## src/hw/rtl/btlv_pkg.sv

```systemverilog
// ----------------------------------------------------------------------------
// btlv_pkg
// shared types, codes and helper functions of the ber tlv stream parser
// ----------------------------------------------------------------------------
package btlv_pkg;

   localparam int MAX_LENGTH_BYTES = 8;

   localparam int IN_DATA_W  = 8;
   localparam int OUT_DATA_W = 184;
   localparam int OUT_USER_W = 3;

   // parser phases
   localparam logic [1:0] PH_TAG      = 2'd0;
   localparam logic [1:0] PH_LEN      = 2'd1;
   localparam logic [1:0] PH_LENBYTES = 2'd2;
   localparam logic [1:0] PH_CONTENT  = 2'd3;

   // result kinds
   localparam logic [2:0] EV_HEADER = 3'd0;
   localparam logic [2:0] EV_DATA   = 3'd1;
   localparam logic [2:0] EV_INT    = 3'd2;
   localparam logic [2:0] EV_ARC    = 3'd3;
   localparam logic [2:0] EV_ERR    = 3'd4;

   // error codes
   localparam logic [2:0] ERR_HIGH_TAG  = 3'd0;
   localparam logic [2:0] ERR_BAD_LEN   = 3'd1;
   localparam logic [2:0] ERR_EMPTY_INT = 3'd2;
   localparam logic [2:0] ERR_EMPTY_OID = 3'd3;
   localparam logic [2:0] ERR_TRUNC_OID = 3'd4;
   localparam logic [2:0] ERR_STREAM_END = 3'd5;

   // universal tag numbers
   localparam logic [4:0] TAG_INTEGER = 5'd2;
   localparam logic [4:0] TAG_OID     = 5'd6;
   localparam logic [4:0] TAG_HIGH    = 5'h1F;

   localparam int RESULTS_MAX = 3;

   typedef struct packed {
      logic [2:0]  kind;
      logic [1:0]  tag_class;
      logic        is_constructed;
      logic [4:0]  tag_number;
      logic [63:0] content_length;
      logic [63:0] int_value;
      logic [31:0] oid_arc;
      logic [7:0]  data_byte;
      logic [2:0]  error_code;
   } evt_type;

   typedef struct packed {
      logic [1:0]                    count;
      evt_type [RESULTS_MAX-1:0]     ev;
   } bundle_type;

   function automatic evt_type tag_ev(input logic [2:0]  kind,
                                      input logic [1:0]  cls,
                                      input logic        con,
                                      input logic [4:0]  num,
                                      input logic [63:0] len,
                                      input logic [63:0] iv,
                                      input logic [31:0] arc,
                                      input logic [7:0]  data);
      evt_type e;
      e.kind           = kind;
      e.tag_class      = cls;
      e.is_constructed = con;
      e.tag_number     = num;
      e.content_length = len;
      e.int_value      = iv;
      e.oid_arc        = arc;
      e.data_byte      = data;
      e.error_code     = 3'd0;
      return e;
   endfunction

   function automatic evt_type err_ev(input logic [2:0] code);
      evt_type e;
      e            = '0;
      e.kind       = EV_ERR;
      e.error_code = code;
      return e;
   endfunction

   // quotient of a byte by 40, by threshold compares
   function automatic logic [2:0] div40(input logic [7:0] b);
      logic [2:0] q;
      q = 3'(b >= 8'd40) + 3'(b >= 8'd80) + 3'(b >= 8'd120) + 3'(b >= 8'd160)
        + 3'(b >= 8'd200) + 3'(b >= 8'd240);
      return q;
   endfunction

endpackage

```

## src/hw/rtl/btlv_decode.sv

```systemverilog
// ----------------------------------------------------------------------------
// btlv_decode
// parser state and per-byte decode into a bundle of up to three results
// ----------------------------------------------------------------------------
module btlv_decode (
   input  logic                clock,
   input  logic                reset,
   input  logic                accept,
   input  logic [7:0]          in_byte,
   input  logic                frame_end,
   output btlv_pkg::bundle_type bundle
);

   logic [1:0]  phase_ff, phase_in;
   logic [1:0]  cls_ff, cls_in;
   logic        con_ff, con_in;
   logic [4:0]  num_ff, num_in;
   logic [3:0]  lleft_ff, lleft_in;
   logic [63:0] lacc_ff, lacc_in;
   logic [63:0] cleft_ff, cleft_in;
   logic [63:0] iacc_ff, iacc_in;
   logic [31:0] aacc_ff, aacc_in;
   logic        first_ff, first_in;

   logic is_int, is_oid;

   assign is_int = (cls_ff == 2'd0) && !con_ff && (num_ff == btlv_pkg::TAG_INTEGER);
   assign is_oid = (cls_ff == 2'd0) && !con_ff && (num_ff == btlv_pkg::TAG_OID);

   always_comb begin
      logic [1:0]  k;
      logic        finish;
      logic        last;
      logic        trunc;
      logic [6:0]  n;
      logic [63:0] ibase;
      logic [31:0] arc_t;
      logic [2:0]  q;
      logic [7:0]  r;
      btlv_pkg::evt_type [btlv_pkg::RESULTS_MAX-1:0] ev;

      k        = 2'd0;
      finish   = 1'b0;
      last     = 1'b0;
      trunc    = 1'b0;
      n        = in_byte[6:0];
      ibase    = '0;
      arc_t    = '0;
      q        = btlv_pkg::div40(in_byte);
      r        = in_byte - 8'(8'(q) * 8'd40);
      ev       = '0;
      phase_in = phase_ff;
      cls_in   = cls_ff;
      con_in   = con_ff;
      num_in   = num_ff;
      lleft_in = lleft_ff;
      lacc_in  = lacc_ff;
      cleft_in = cleft_ff;
      iacc_in  = iacc_ff;
      aacc_in  = aacc_ff;
      first_in = first_ff;

      unique case (phase_ff)
         btlv_pkg::PH_TAG: begin
            if (in_byte[4:0] == btlv_pkg::TAG_HIGH) begin
               ev[k] = btlv_pkg::err_ev(btlv_pkg::ERR_HIGH_TAG);
               k = k + 2'd1;
               phase_in = btlv_pkg::PH_TAG;
            end else begin
               cls_in   = in_byte[7:6];
               con_in   = in_byte[5];
               num_in   = in_byte[4:0];
               phase_in = btlv_pkg::PH_LEN;
               if (frame_end) begin
                  ev[k] = btlv_pkg::err_ev(btlv_pkg::ERR_STREAM_END);
                  k = k + 2'd1;
                  phase_in = btlv_pkg::PH_TAG;
               end
            end
         end
         btlv_pkg::PH_LEN: begin
            if (!in_byte[7]) begin
               lacc_in = {56'd0, in_byte};
               finish  = 1'b1;
            end else if (n == 7'd0 || n > 7'(btlv_pkg::MAX_LENGTH_BYTES)) begin
               ev[k] = btlv_pkg::err_ev(btlv_pkg::ERR_BAD_LEN);
               k = k + 2'd1;
               phase_in = btlv_pkg::PH_TAG;
            end else begin
               lleft_in = n[3:0];
               lacc_in  = '0;
               phase_in = btlv_pkg::PH_LENBYTES;
               if (frame_end) begin
                  ev[k] = btlv_pkg::err_ev(btlv_pkg::ERR_STREAM_END);
                  k = k + 2'd1;
                  phase_in = btlv_pkg::PH_TAG;
               end
            end
         end
         btlv_pkg::PH_LENBYTES: begin
            lacc_in  = {lacc_ff[55:0], in_byte};
            lleft_in = lleft_ff - 4'd1;
            if (lleft_in == 4'd0) begin
               finish = 1'b1;
            end else if (frame_end) begin
               ev[k] = btlv_pkg::err_ev(btlv_pkg::ERR_STREAM_END);
               k = k + 2'd1;
               phase_in = btlv_pkg::PH_TAG;
            end
         end
         btlv_pkg::PH_CONTENT: begin
            if (cleft_ff == 64'd0) begin
               phase_in = btlv_pkg::PH_TAG;
            end else begin
               cleft_in = cleft_ff - 64'd1;
               last     = (cleft_ff == 64'd1);
               first_in = 1'b0;
               if (is_int) begin
                  ibase   = first_ff ? {64{in_byte[7]}} : iacc_ff;
                  iacc_in = {ibase[55:0], in_byte};
                  if (last) begin
                     ev[k] = btlv_pkg::tag_ev(btlv_pkg::EV_INT, cls_ff, con_ff, num_ff,
                                              64'd0, iacc_in, 32'd0, 8'd0);
                     k = k + 2'd1;
                  end
               end else if (is_oid) begin
                  if (first_ff) begin
                     ev[k] = btlv_pkg::tag_ev(btlv_pkg::EV_ARC, cls_ff, con_ff, num_ff,
                                              64'd0, 64'd0, {29'd0, q}, 8'd0);
                     k = k + 2'd1;
                     ev[k] = btlv_pkg::tag_ev(btlv_pkg::EV_ARC, cls_ff, con_ff, num_ff,
                                              64'd0, 64'd0, {24'd0, r}, 8'd0);
                     k = k + 2'd1;
                  end else begin
                     arc_t = {aacc_ff[24:0], in_byte[6:0]};
                     if (!in_byte[7]) begin
                        ev[k] = btlv_pkg::tag_ev(btlv_pkg::EV_ARC, cls_ff, con_ff, num_ff,
                                                 64'd0, 64'd0, arc_t, 8'd0);
                        k = k + 2'd1;
                        aacc_in = '0;
                     end else begin
                        aacc_in = arc_t;
                     end
                  end
                  if (last && in_byte[7]) begin
                     ev[k] = btlv_pkg::err_ev(btlv_pkg::ERR_TRUNC_OID);
                     k = k + 2'd1;
                     phase_in = btlv_pkg::PH_TAG;
                     trunc = 1'b1;
                  end
               end else begin
                  ev[k] = btlv_pkg::tag_ev(btlv_pkg::EV_DATA, cls_ff, con_ff, num_ff,
                                           64'd0, 64'd0, 32'd0, in_byte);
                  k = k + 2'd1;
               end
               if (!trunc) begin
                  if (last) begin
                     phase_in = btlv_pkg::PH_TAG;
                  end else if (frame_end) begin
                     ev[k] = btlv_pkg::err_ev(btlv_pkg::ERR_STREAM_END);
                     k = k + 2'd1;
                     phase_in = btlv_pkg::PH_TAG;
                  end
               end
            end
         end
      endcase

      // header completion, shared by short and long length forms
      if (finish) begin
         ev[k] = btlv_pkg::tag_ev(btlv_pkg::EV_HEADER, cls_ff, con_ff, num_ff,
                                  lacc_in, 64'd0, 32'd0, 8'd0);
         k = k + 2'd1;
         if (con_ff) begin
            phase_in = btlv_pkg::PH_TAG;
            if (frame_end && lacc_in != 64'd0) begin
               ev[k] = btlv_pkg::err_ev(btlv_pkg::ERR_STREAM_END);
               k = k + 2'd1;
            end
         end else if (lacc_in == 64'd0) begin
            phase_in = btlv_pkg::PH_TAG;
            if (is_int) begin
               ev[k] = btlv_pkg::err_ev(btlv_pkg::ERR_EMPTY_INT);
               k = k + 2'd1;
            end else if (is_oid) begin
               ev[k] = btlv_pkg::err_ev(btlv_pkg::ERR_EMPTY_OID);
               k = k + 2'd1;
            end
         end else begin
            phase_in = btlv_pkg::PH_CONTENT;
            cleft_in = lacc_in;
            first_in = 1'b1;
            iacc_in  = '0;
            aacc_in  = '0;
            if (frame_end) begin
               ev[k] = btlv_pkg::err_ev(btlv_pkg::ERR_STREAM_END);
               k = k + 2'd1;
               phase_in = btlv_pkg::PH_TAG;
            end
         end
      end

      if (frame_end) begin
         phase_in = btlv_pkg::PH_TAG;
      end

      bundle.count = k;
      bundle.ev    = ev;
   end

   always_ff @(posedge clock) begin
      if (reset) begin
         phase_ff <= btlv_pkg::PH_TAG;
         cls_ff   <= '0;
         con_ff   <= 1'b0;
         num_ff   <= '0;
         lleft_ff <= '0;
         lacc_ff  <= '0;
         cleft_ff <= '0;
         iacc_ff  <= '0;
         aacc_ff  <= '0;
         first_ff <= 1'b1;
      end else if (accept) begin
         phase_ff <= phase_in;
         cls_ff   <= cls_in;
         con_ff   <= con_in;
         num_ff   <= num_in;
         lleft_ff <= lleft_in;
         lacc_ff  <= lacc_in;
         cleft_ff <= cleft_in;
         iacc_ff  <= iacc_in;
         aacc_ff  <= aacc_in;
         first_ff <= first_in;
      end
   end

endmodule

```

## src/hw/rtl/btlv_outq.sv

```systemverilog
// ----------------------------------------------------------------------------
// btlv_outq
// result register holding one byte's bundle and handing it out one per transfer
// ----------------------------------------------------------------------------
module btlv_outq (
   input  logic                 clock,
   input  logic                 reset,
   input  logic                 load,
   input  btlv_pkg::bundle_type bundle,
   output logic                 free,
   output logic                 out_valid,
   input  logic                 out_ready,
   output btlv_pkg::evt_type    out_ev,
   output logic                 out_last
);

   btlv_pkg::evt_type [btlv_pkg::RESULTS_MAX-1:0] ev_ff;
   logic [1:0] cnt_ff, cnt_in;
   logic [1:0] idx_ff, idx_in;
   logic       is_last;
   logic       xfer;

   assign out_valid = (cnt_ff != 2'd0);
   assign is_last   = (idx_ff == cnt_ff - 2'd1);
   assign xfer      = out_valid && out_ready;
   assign free      = !out_valid || (out_ready && is_last);
   assign out_ev    = ev_ff[idx_ff];
   assign out_last  = is_last;

   always_comb begin
      cnt_in = cnt_ff;
      idx_in = idx_ff;
      priority if (load) begin
         cnt_in = bundle.count;
         idx_in = 2'd0;
      end else if (xfer && is_last) begin
         cnt_in = 2'd0;
         idx_in = 2'd0;
      end else if (xfer) begin
         idx_in = idx_ff + 2'd1;
      end
   end

   always_ff @(posedge clock) begin
      if (reset) begin
         cnt_ff <= '0;
         idx_ff <= '0;
      end else begin
         cnt_ff <= cnt_in;
         idx_ff <= idx_in;
      end
   end

   always_ff @(posedge clock) begin
      if (load) begin
         ev_ff <= bundle.ev;
      end
   end

   a_idx_in_range: assert property (@(posedge clock) disable iff (reset)
      cnt_ff != 2'd0 |-> idx_ff < cnt_ff)
      else $error("result index beyond bundle count");

   a_load_when_free: assert property (@(posedge clock) disable iff (reset)
      load |-> (cnt_ff == 2'd0) || (out_ready && is_last))
      else $error("bundle overwritten before delivery");

   a_idx_advance: assert property (@(posedge clock) disable iff (reset)
      xfer && !is_last && !load |=> idx_ff == $past(idx_ff) + 2'd1)
      else $error("result index did not advance after transfer");

   a_hold_stall: assert property (@(posedge clock) disable iff (reset)
      out_valid && !out_ready |=> $stable(idx_ff) && $stable(cnt_ff))
      else $error("pending results changed during stall");

endmodule

```

## src/hw/rtl/ber_tlv_stream_parser.sv

```systemverilog
// ----------------------------------------------------------------------------
// ber_tlv_stream_parser
// streaming asn.1 ber/der tag-length-value decoder, one byte per transfer
// ----------------------------------------------------------------------------
// The req channel carries the encoded stream, one byte per transfer, with
// req_tlast on the last byte of a frame. Each byte yields zero to three
// results on the rsp channel: headers, content bytes, integer values, oid
// arcs and errors, in stream order; rsp_tlast marks the final result of a
// byte and rsp_tuser gives its kind.
// The byte is decoded in the cycle it is taken and its results are in the
// result register on the next edge, where the first of them shows. The result
// register hands out one result per cycle while rsp_tready is high, so a byte
// with several results holds off the input until its last one leaves; a byte
// with one result or none goes through every cycle while rsp_tready is high.
// A new byte is taken in the same cycle as the last result of the previous one.
// When the receiver stalls the pending result holds and req_tready stays low
// while it cannot leave.
// Reset empties the result register and returns the parser to expecting a
// tag byte with all accumulators cleared.
// ----------------------------------------------------------------------------
module ber_tlv_stream_parser (
   input  logic                              clock,
   input  logic                              reset,
   input  logic                              req_tvalid,
   output logic                              req_tready,
   input  logic [btlv_pkg::IN_DATA_W-1:0]    req_tdata,   // in_byte[7:0]
   input  logic                              req_tlast,
   output logic                              rsp_tvalid,
   input  logic                              rsp_tready,
   // tag_class[1:0], is_constructed[2], tag_number[7:3], content_length[71:8],
   // int_value[135:72], oid_arc[167:136], data_byte[175:168],
   // error_code[178:176], zero[183:179]
   output logic [btlv_pkg::OUT_DATA_W-1:0]   rsp_tdata,
   output logic [btlv_pkg::OUT_USER_W-1:0]   rsp_tuser,   // event_kind[2:0]
   output logic                              rsp_tlast
);

   btlv_pkg::bundle_type bundle;
   btlv_pkg::evt_type    out_ev;
   logic                 free;
   logic                 accept;

   assign req_tready = free;
   assign accept     = req_tvalid && req_tready;

   btlv_decode u_decode (
      .clock     (clock),
      .reset     (reset),
      .accept    (accept),
      .in_byte   (req_tdata),
      .frame_end (req_tlast),
      .bundle    (bundle)
   );

   btlv_outq u_outq (
      .clock     (clock),
      .reset     (reset),
      .load      (accept),
      .bundle    (bundle),
      .free      (free),
      .out_valid (rsp_tvalid),
      .out_ready (rsp_tready),
      .out_ev    (out_ev),
      .out_last  (rsp_tlast)
   );

   assign rsp_tuser = out_ev.kind;
   assign rsp_tdata = {5'd0, out_ev.error_code, out_ev.data_byte, out_ev.oid_arc,
                       out_ev.int_value, out_ev.content_length, out_ev.tag_number,
                       out_ev.is_constructed, out_ev.tag_class};

endmodule
```

## config.mk

```make
export PLATFORM = sky130hd
export DESIGN_NAME = ber_tlv_stream_parser
export DESIGN_NICKNAME = d
export VERILOG_FILES = /design/src/hw/rtl/btlv_pkg.sv /design/src/hw/rtl/btlv_decode.sv /design/src/hw/rtl/btlv_outq.sv /design/src/hw/rtl/ber_tlv_stream_parser.sv
export SDC_FILE = /design/constraint.sdc
export NUM_CORES = 1
export LEC_CHECK = 0
export ABC_AREA = 1
export CORE_MARGIN = 2
export CORE_UTILIZATION = 40
export DETAILED_ROUTE_END_ITERATION = 10
export DONT_BUFFER_PORTS = 1
export GPL_ROUTABILITY_DRIVEN = 0
export GPL_TIMING_DRIVEN = 0
export PLACE_DENSITY = 0.57
export SLEW_MARGIN = 25
export SYNTH_ARGS = -nofsm -noshare
export SYNTH_HDL_FRONTEND = slang
export SYNTH_SLANG_ARGS = --single-unit
```

## constraint.sdc

```tcl
create_clock -name clock -period 15.7 [get_ports clock]
set_clock_uncertainty 0.15 [all_clocks]
set_input_delay 3.925 -clock clock [delete_from_list [all_inputs] [get_ports clock]]
set_output_delay 3.925 -clock clock [all_outputs]
set_load 0.01 [all_outputs]
```

# Word level (Yosys, flattened, before mapping)
# Index checks and enable logic that the tools add are counted.
[totals]
out_inout_bits = 190
register_bits = 789
[op_classes]
bitwise_logic = 16
reduce_logical = 31
n_mul = 1
eq_ne = 12
magnitude_cmp = 16
n_mux = 135
addsub = 14
[ops]
columns = ["op", "count"]
rows = [
  ["$mux W546", 12],
  ["$mux W182", 23],
  ["$mux W364", 5],
  ["$and A537 B537 Y537", 3],
  ["$not A537 Y537", 3],
  ["$demux W182 S2", 4],
  ["$not A540 Y540", 2],
  ["$mux W64", 13],
  ["$pmux W182 S4", 1],
  ["$bwmux W546", 1],
  ["$mux W181", 3],
  ["$and A360 B540 Y540", 1],
  ["$and A540 B540 Y540", 1],
  ["$bmux W182 S2", 1],
  ["$mux W32", 9],
  ["$logic_not A64 Y1", 2],
  ["$pmux W64 S2", 1],
  ["$mux W2", 39],
  ["$eq A64 B1 Y1 const B", 1],
  ["$reduce_bool A64 Y1", 1],
  ["$sub A64 B1 Y64 const B", 1],
  ["$mux W56", 1],
  ["$or A9 B9 Y9", 3],
  ["$ge A8 B8 Y1 const B", 3],
  ["40 further kinds", 91],
]

# Logic depth before layout (Yosys ltp)
# Gate-level depths: netlist (run 1).
[logic_depth]
word_depth = 32
ltp_mapped = 26
mapped_depth_nobuf = 24

# Modules after synthesis
# A second synthesis (run 1) with hierarchy kept.
[unflattened]
hier_cells = 4568
area_unflattened_um2 = 39414.1
[modules_own_cells]
columns = ["module", "n_inst", "area_each_um2", "cells_per_inst"]
rows = [
  ["btlv_outq", 1, 20552.2, 1415],
  ["btlv_decode", 1, 18813.0, 3145],
  ["ber_tlv_stream_parser", 1, 48.8, 8],
]

# Worst setup path after synthesis (run 1)
# No wires, ideal clock.
[synth_path]
path_kind = "in2reg"
startpoint = "input port rsp_tready"
endpoint = "register u_decode.cleft_ff[17]"
required_time_ps = 15367
cell_stages = 8
n_path_buf = 2
path_slack_ps = 207
t_arrival_ps = 15159
cell_sequence = "nand2_1 -> nand2_1 -> inv_1 -> nor2_1 -> clkbuf_1 -> buf_1 -> o21ai_0 -> a31oi_1"
[synth_via]
elab_chain_cells = 3
[synth_lines]
columns = ["item", "line", "source"]
rows = [
  ["from (decl)", "ber_tlv_stream_parser.sv:29", "input logic rsp_tready,"],
  ["$logic_and A1 B1 Y1", "btlv_outq.sv:26", "assign free = !out_valid || (out_ready && is_last);"],
  ["$logic_or A1 B1 Y1", "btlv_outq.sv:26", ""],
  ["via req_tready", "ber_tlv_stream_parser.sv:25", "output logic req_tready,"],
  ["$logic_and A1 B1 Y1", "ber_tlv_stream_parser.sv:44", "assign accept = req_tvalid && req_tready;"],
  ["via accept", "ber_tlv_stream_parser.sv:41", "logic accept;"],
  ["to (signal assigned)", "btlv_decode.sv:230", "cleft_ff <= cleft_in;"],
  ["to (decl)", "btlv_decode.sv:20", "logic [63:0] cleft_ff, cleft_in;"],
]
# The timed path passes the listed nets, and every way through them passes these cells.
# A chain may end at the register's enable or synchronous reset.

# Worst setup path after layout (run 1)
[layout_path]
startpoint = "input port rsp_tready"
endpoint = "output port req_tready"
[layout_via]
elab_chain_cells = 2
[layout_lines]
columns = ["item", "line"]
rows = [
  ["$logic_and A1 B1 Y1", "btlv_outq.sv:26"],
  ["$logic_or A1 B1 Y1", "btlv_outq.sv:26"],
  ["to (decl)", "ber_tlv_stream_parser.sv:25"],
]
# Every way passes these cells.

==> results_dict.tcl, run 1 <==
set metrics [dict create \
    crit_top_cell "nand2_1" \
    holdWs_ns 0.319 \
    ys_ff_latch 571 \
    yosysUniqueCellTypes 54 \
    worst_path_max_delay_cell "nand2_1" \
    die_height_um 282 \
    worstSkewPairLatency_ns 0.63 \
    dieArea_um2 79400 \
    drc 0 \
    leakage_uw 0.0142 \
    ant_nets 0 \
    grt_setup_unrepaired "false" \
    hold_path_class "reg2reg" \
    row_count 101 \
    synth_cells 4018 \
    numClockSinks 571 \
    path_class "in2out" \
    finalSetupViolations 0 \
    avgSynthCellArea_um2 7.68 \
    ff2ff_path_depth 17 \
    yosysSeqAreaShare_pct 48.1 \
    dp.final_hpwl_um 82700 \
    drv_cap 0 \
    start_kind "primary input" \
    die_w_um 282 \
    ctsRootBufferMaster "clkbuf_16" \
    worstMarginPinSlew_ns 1.09 \
    max_freq_mhz 122 \
    async_flop_share_pct 0 \
    cts_made_buffers 68 \
    cts_tree "built" \
    grt_max_degree 34 \
    critPathCapture "req_tready" \
    fin_cells 5187 \
    portBuffers 0 \
    power.density_nw_per_um2 112 \
    final_hold_viol_count 0 \
    cp_top_family "simple AND/OR/NAND/NOR gates" \
    initial_core_util_pct 40.5 \
    slew_headroom_pct 27.5 \
    postCtsSetupBuffers 0 \
    whs_path_depth 2 \
    r2r-start "u_decode.phase_ff[0]$_SDFFE_PP0P_" \
    antenna_found_initial 1 \
    area_growth_syn_to_layout_pct 11.9 \
    critPathMaxStageDelay_ns 0.15 \
    core-area_um2 76200 \
    cp_num_buf_inv 0 \
    vdd_ir_drop_max_mv 0.0700 \
    reg2reg_slack_ns 10.54 \
    synth_warnings 0 \
    dp_slack_ns 7.19 \
    htreeDepth 3 \
    postCtsHoldBufs 0 \
    critPathCaptureType "output port" \
    layout_commonest_cell "nand2_1" \
    cts.path.max_buffers 3 \
    grt_overflow 0 \
    grt_pass1_wl_um 164000 \
    grt_util_all_layers_pct 27.4 \
    reg2reg_to "u_outq.ev_ff[485]$_SDFFCE_PN0P_" \
    cts_resized 0 \
    wirelength_um 111000 \
    drt_pass1_iterations 6 \
    min_period_ns 8.18 \
    first_global_vias 26251 \
    clkSlewWorstSetupHoldPaths_ns 0.06 \
    crit_fanout 2 \
    wl_per_cell_um 21.4 \
    drive_gt1_share_pct 5.51 \
    vias_per_cell 5.51 \
    crit_start "rsp_tready" \
    synth-edff-count 343 \
    fin_crit_sh_pct 52.1 \
    crit_chain "nand2_1 -> nand2_1" \
    dp.cells 5064 \
    outcome "complete, no violations" \
    mostFrequentLayoutCells "nand2_1 (789), nor2_1 (703), nand3_1 (475)" \
    cp.arrival_ns 4.10 \
    vias 28570 \
    cp_num_cells 2 \
    synth_ff_type "edfxtp_1" \
    setup_ws_ns 7.52 \
    ios 203 \
    slew_violations 0 \
    syn_area_um2 30900 \
    crit_required_ns 11.63 \
    fin_util_pct 45.4 \
    drtIter0Drc 3379 \
    nets 4147 \
]
## synth_stat cells, types with 6 or more instances
cell	instances	area share, %
nand2_1	789	9.6
nor2_1	704	8.6
nand3_1	475	7.7
inv_1	411	5.0
edfxtp_1	343	33
dfxtp_1	228	15
a21oi_1	210	3.4
clkbuf_1	166	2.0
o21ai_0	128	2.1
o22ai_1	86	1.7
nor3_1	81	1.3
xor2_1	50	1.4
o221ai_1	48	1.4
buf_2	40	0.65
ha_1	26	1.1
nand4_1	26	0.53
buf_4	23	0.56
o211a_1	22	0.71
buf_1	19	0.23
buf_6	18	0.66
o211ai_1	15	0.36
nor3b_1	14	0.34
inv_2	10	0.12
xnor2_1	9	0.26
a211oi_1	8	0.19
nor2_4	6	0.22
## registers in the layout (all words and copies together) (netlist names), 4 cells and up
name	cells
u_decode.iacc_ff	56
u_decode.cleft_ff	64
u_decode.num_ff	5
u_decode.aacc_ff	25
u_outq.ev_ff	343
u_decode.lleft_ff	4
u_decode.lacc_ff	64
## through the flow
step,instance area [um2],setup TNS (ns),total power (uW)
2_1_floorplan,30900,0,2170
3_3_place_gp,32200,-1805.97,2370
3_5_place_dp,32400,0,2340
4_1_cts,34600,0,3880
5_1_grt,34600,0,4010
6_report,34600,0,3870
## area by class of cell
type / instances / area [um2]
clock inverters: 30 / 280
diodes: 1 / 2.50
well taps: 1030 / 1290
plain buffers: 266 / 1270
flip-flops and latches: 571 / 14900
repair buffers: 12 / 248
fillers: 7805 / 41600
clock buffers: 92 / 1840
inverters: 427 / 1610
multi-input cells: 2758 / 13200
## cell families after synthesis
group,count (synthesis),synth area share (%)
AO/OA/AOI/OAI,541,10.5
adder cells (fa/ha/maj),30,1.31
XOR/XNOR,59,1.67
buffers and inverters,693,9.32
AND/OR/NAND/NOR,2123,29.1
other,1,0.0121
flip-flops,571,48.1
## worst min path at each step
stage / start / end / slack (ns)
2_1_floorplan: u_outq.cnt_ff[0]$_SDFFE_PP0P_ / u_outq.cnt_ff[0]$_SDFFE_PP0P_ / 0.29
3_3_place_gp: u_outq.cnt_ff[0]$_SDFFE_PP0P_ / u_outq.cnt_ff[0]$_SDFFE_PP0P_ / 0.31
3_5_place_dp: u_outq.cnt_ff[0]$_SDFFE_PP0P_ / u_outq.cnt_ff[0]$_SDFFE_PP0P_ / 0.31
4_1_cts: u_outq.cnt_ff[0]$_SDFFE_PP0P_ / u_outq.cnt_ff[0]$_SDFFE_PP0P_ / 0.32
5_1_grt: u_outq.cnt_ff[0]$_SDFFE_PP0P_ / u_outq.cnt_ff[0]$_SDFFE_PP0P_ / 0.34
6_report: u_outq.cnt_ff[0]$_SDFFE_PP0P_ / u_outq.cnt_ff[0]$_SDFFE_PP0P_ / 0.32
## per-layer routing
metal	part of all wire [%]	track usage [%]	up-vias
li1	-	-	13530
met1	43	37.3	13549
met2	45	43.1	1225
met5	0.011	0	-
met4	4.2	11.4	2
met3	8.0	4.74	264
## where the power goes
| group | leakage (uW) | internal [uW] | total (uW) | switching, uW |
|---|---|---|---|---|
| sequential | 0.00534 | 1680 | 1730 | 48.7 |
| clock | 0.00103 | 892 | 1550 | 657 |
| combinational | 0.00779 | 165 | 593 | 427 |
(Power assumes the default switching activity.)
==> run 2: changes to the inputs <==
Settings changed: PLACE_DENSITY 0.57 to 0.55.
Clock period 15.7 ns to 8.16 ns, I/O delays scaled along.
==> run 2 against run 1 <==
  * Setup slack lost 5.5 ns
  * Critical path type is now in2reg
  * Combinational power grew 91%
  * Power grew 97%
  * Largest cell class unchanged
==> results_dict.tcl, run 2 (synthesized netlist as in run 1, its figures left out) <==
set metrics [dict create \
    crit_fanout 10 \
    cts.path.max_buffers 3 \
    reg_top3 "u_outq.ev_ff x343, u_decode.cleft_ff x64, u_decode.lacc_ff x64" \
    max_freq_mhz 162 \
    die_w_um 282 \
    grt_max_degree 98 \
    power_uw 7630 \
    whs_path_depth 2 \
    hold_path_class "reg2reg" \
    antenna_found_initial 1 \
    cts_resized 0 \
    initial_core_util_pct 40.5 \
    slew_violations 0 \
    crit_chain "clkbuf_1 -> clkbuf_1 -> nand2_1 -> inv_1 -> nand2_1 -> fa_1 -> fa_1 -> fa_1 -> inv_1 -> ha_1 -> inv_1 -> ha_1 -> nand2_1 -> nor2_1 -> a211oi_1 -> xnor2_1 -> a21oi_1" \
    cp.arrival_ns 6.39 \
    drc 0 \
    min_period_ns 6.18 \
    grt_setup_unrepaired "false" \
    power.density_nw_per_um2 221 \
    multi_input_area_um2 13200 \
    htreeDepth 3 \
    cts_tree "built" \
    holdCritStartpoint "u_outq.cnt_ff[1]$_SDFFE_PP0P_" \
    r2r-start "u_decode.phase_ff[0]$_SDFFE_PP0P_" \
    final_hold_viol_count 0 \
    setup_ws_ns 1.98 \
    ant_nets 0 \
    critPathMaxStageDelay_ns 0.61 \
    placed_area_um2 32300 \
    area_growth_syn_to_layout_pct 12.1 \
    die_height_um 282 \
    grt_overflow 0 \
    numClockSinks 571 \
    fin_util_pct 45.4 \
    first_global_vias 25972 \
    finalSetupViolations 0 \
    ff2ff_path_depth 18 \
    reg2reg_to "u_outq.ev_ff[490]$_SDFFCE_PN0P_" \
    drtIter0Drc 3189 \
    dp.final_hpwl_um 83400 \
    min_to "u_outq.cnt_ff[1]$_SDFFE_PP0P_" \
    cp_num_buf_inv 5 \
    slew_headroom_pct 31.2 \
    core-area_um2 76200 \
    reg2reg_slack_ns 2.94 \
    vdd_ir_drop_max_mv 0.137 \
    finalInstanceArea_um2 34600 \
    nets 4138 \
    grt_util_all_layers_pct 27.7 \
    cp_top_family "adder cells" \
    worst_path_max_delay_cell "clkbuf_1" \
    finalSetupTns_ns 0 \
    antenna_cells 0 \
    leakage_uw 0.0142 \
    fin_crit_sh_pct 75.8 \
    crit_required_ns 8.36 \
    drive_gt1_share_pct 5.59 \
    largest_reg_flops 343 \
    worstMarginPinSlew_ns 1.03 \
    postCtsHoldBufs 0 \
    drt_pass1_iterations 6 \
    postCtsSetupBuffers 0 \
    cts_made_buffers 68 \
    layout_commonest_cell "nand2_1" \
    mostFrequentLayoutCells "nand2_1 (789), nor2_1 (703), nand3_1 (475)" \
    ctsRootBufferMaster "clkbuf_16" \
    wirelength_um 113000 \
    start_kind "primary input" \
    ios 203 \
    portBuffers 0 \
    dp_slack_ns 1.41 \
    worstSkewPairLatency_ns 0.63 \
    vias_per_cell 5.48 \
    top_register "u_outq.ev_ff" \
    dieArea_um2 79400 \
    drv_cap 0 \
    wl_per_cell_um 21.7 \
    register_area_um2 14900 \
    path_class "in2reg" \
    grt_pass1_wl_um 166000 \
    nFillCells 7798 \
    vias 28413 \
    row_count 101 \
    clkSlewWorstSetupHoldPaths_ns 0.06 \
    critPathCaptureType "register" \
    outcome "complete, no violations" \
]
-- run 2: layout make-up --
class                           count  share of cell area (%)
Buffer                            266                    3.71
Clock buffer                       92                    5.69
Clock inverter                     34                    1.01
Inverter                          427                    4.65
Multi-Input combinational cell   2758                    38.0
Sequential cell                   571                    43.0
Tap cell                         1030                    3.73
Timing Repair Buffer                3                   0.239
-- run 2: worst max-delay path by stage --
stage                  from                            endpoint  slack (ns)  cells after the start
6_report       req_tdata[7]         u_outq.ev_ff[200]$_DFFE_PP_        1.98                     17
5_1_grt        req_tdata[7]         u_outq.ev_ff[200]$_DFFE_PP_        1.75                     17
4_1_cts        req_tdata[7]         u_outq.ev_ff[200]$_DFFE_PP_        2.07                     17
3_5_place_dp   req_tdata[7]         u_outq.ev_ff[200]$_DFFE_PP_        1.41                     17
3_3_place_gp     rsp_tready    u_decode.iacc_ff[7]$_SDFFE_PP0P_       -2.81                      9
2_1_floorplan    rsp_tready  u_decode.cleft_ff[17]$_SDFFE_PP0P_        0.32                      8
-- run 2: report_power, final --
group          internal, uW  switching, uW  total [uW]  leakage, uW
registers              3240           94.6        3330      0.00534
clock network          1840           1330        3170      0.00113
logic                   305            825        1130      0.00772
total                  5390           2250        7630       0.0142
-- run 2: worst register-to-register path, stage by stage, from the launching register on --
cell	delay, ns
dfxtp_1	0.41
inv_1	0.11
ha_1	0.51
inv_2	0.17
clkbuf_1	0.65
a21oi_1	0.21
nand2_1	0.15
nand2_1	0.25
nand2_1	0.28
nor2_1	0.09
nand2_1	0.07
nor2_1	0.07
nand3_1	0.19
nor2_2	0.09
nor2_1	0.53
nand2_1	0.23
o211ai_2	0.33
buf_2	0.39
nor2_1	0.07
-- run 2: per-stage QoR --
step / hold slack [ns] / std cells
finish: 0.335 / 5181
global route: 0.361 / 5181
CTS: 0.333 / 5181
detailed placement: 0.322 / 5055
global placement: 0.312 / 5052
floorplan: 0.293 / 4022
-- run 2: per-layer routing --
| layer | GRT usage, % | part of all wire, % | wire length, um | up-vias |
|---|---|---|---|---|
| met5 | 0 | 0.0098 | 11 | - |
| met4 | 8.37 | 2.7 | 3060 | 2 |
| met3 | 4.40 | 7.9 | 8900 | 195 |
| met2 | 44.5 | 46 | 51800 | 1229 |
| met1 | 38.3 | 43 | 48900 | 13471 |
| li1 | - | - | - | 13516 |
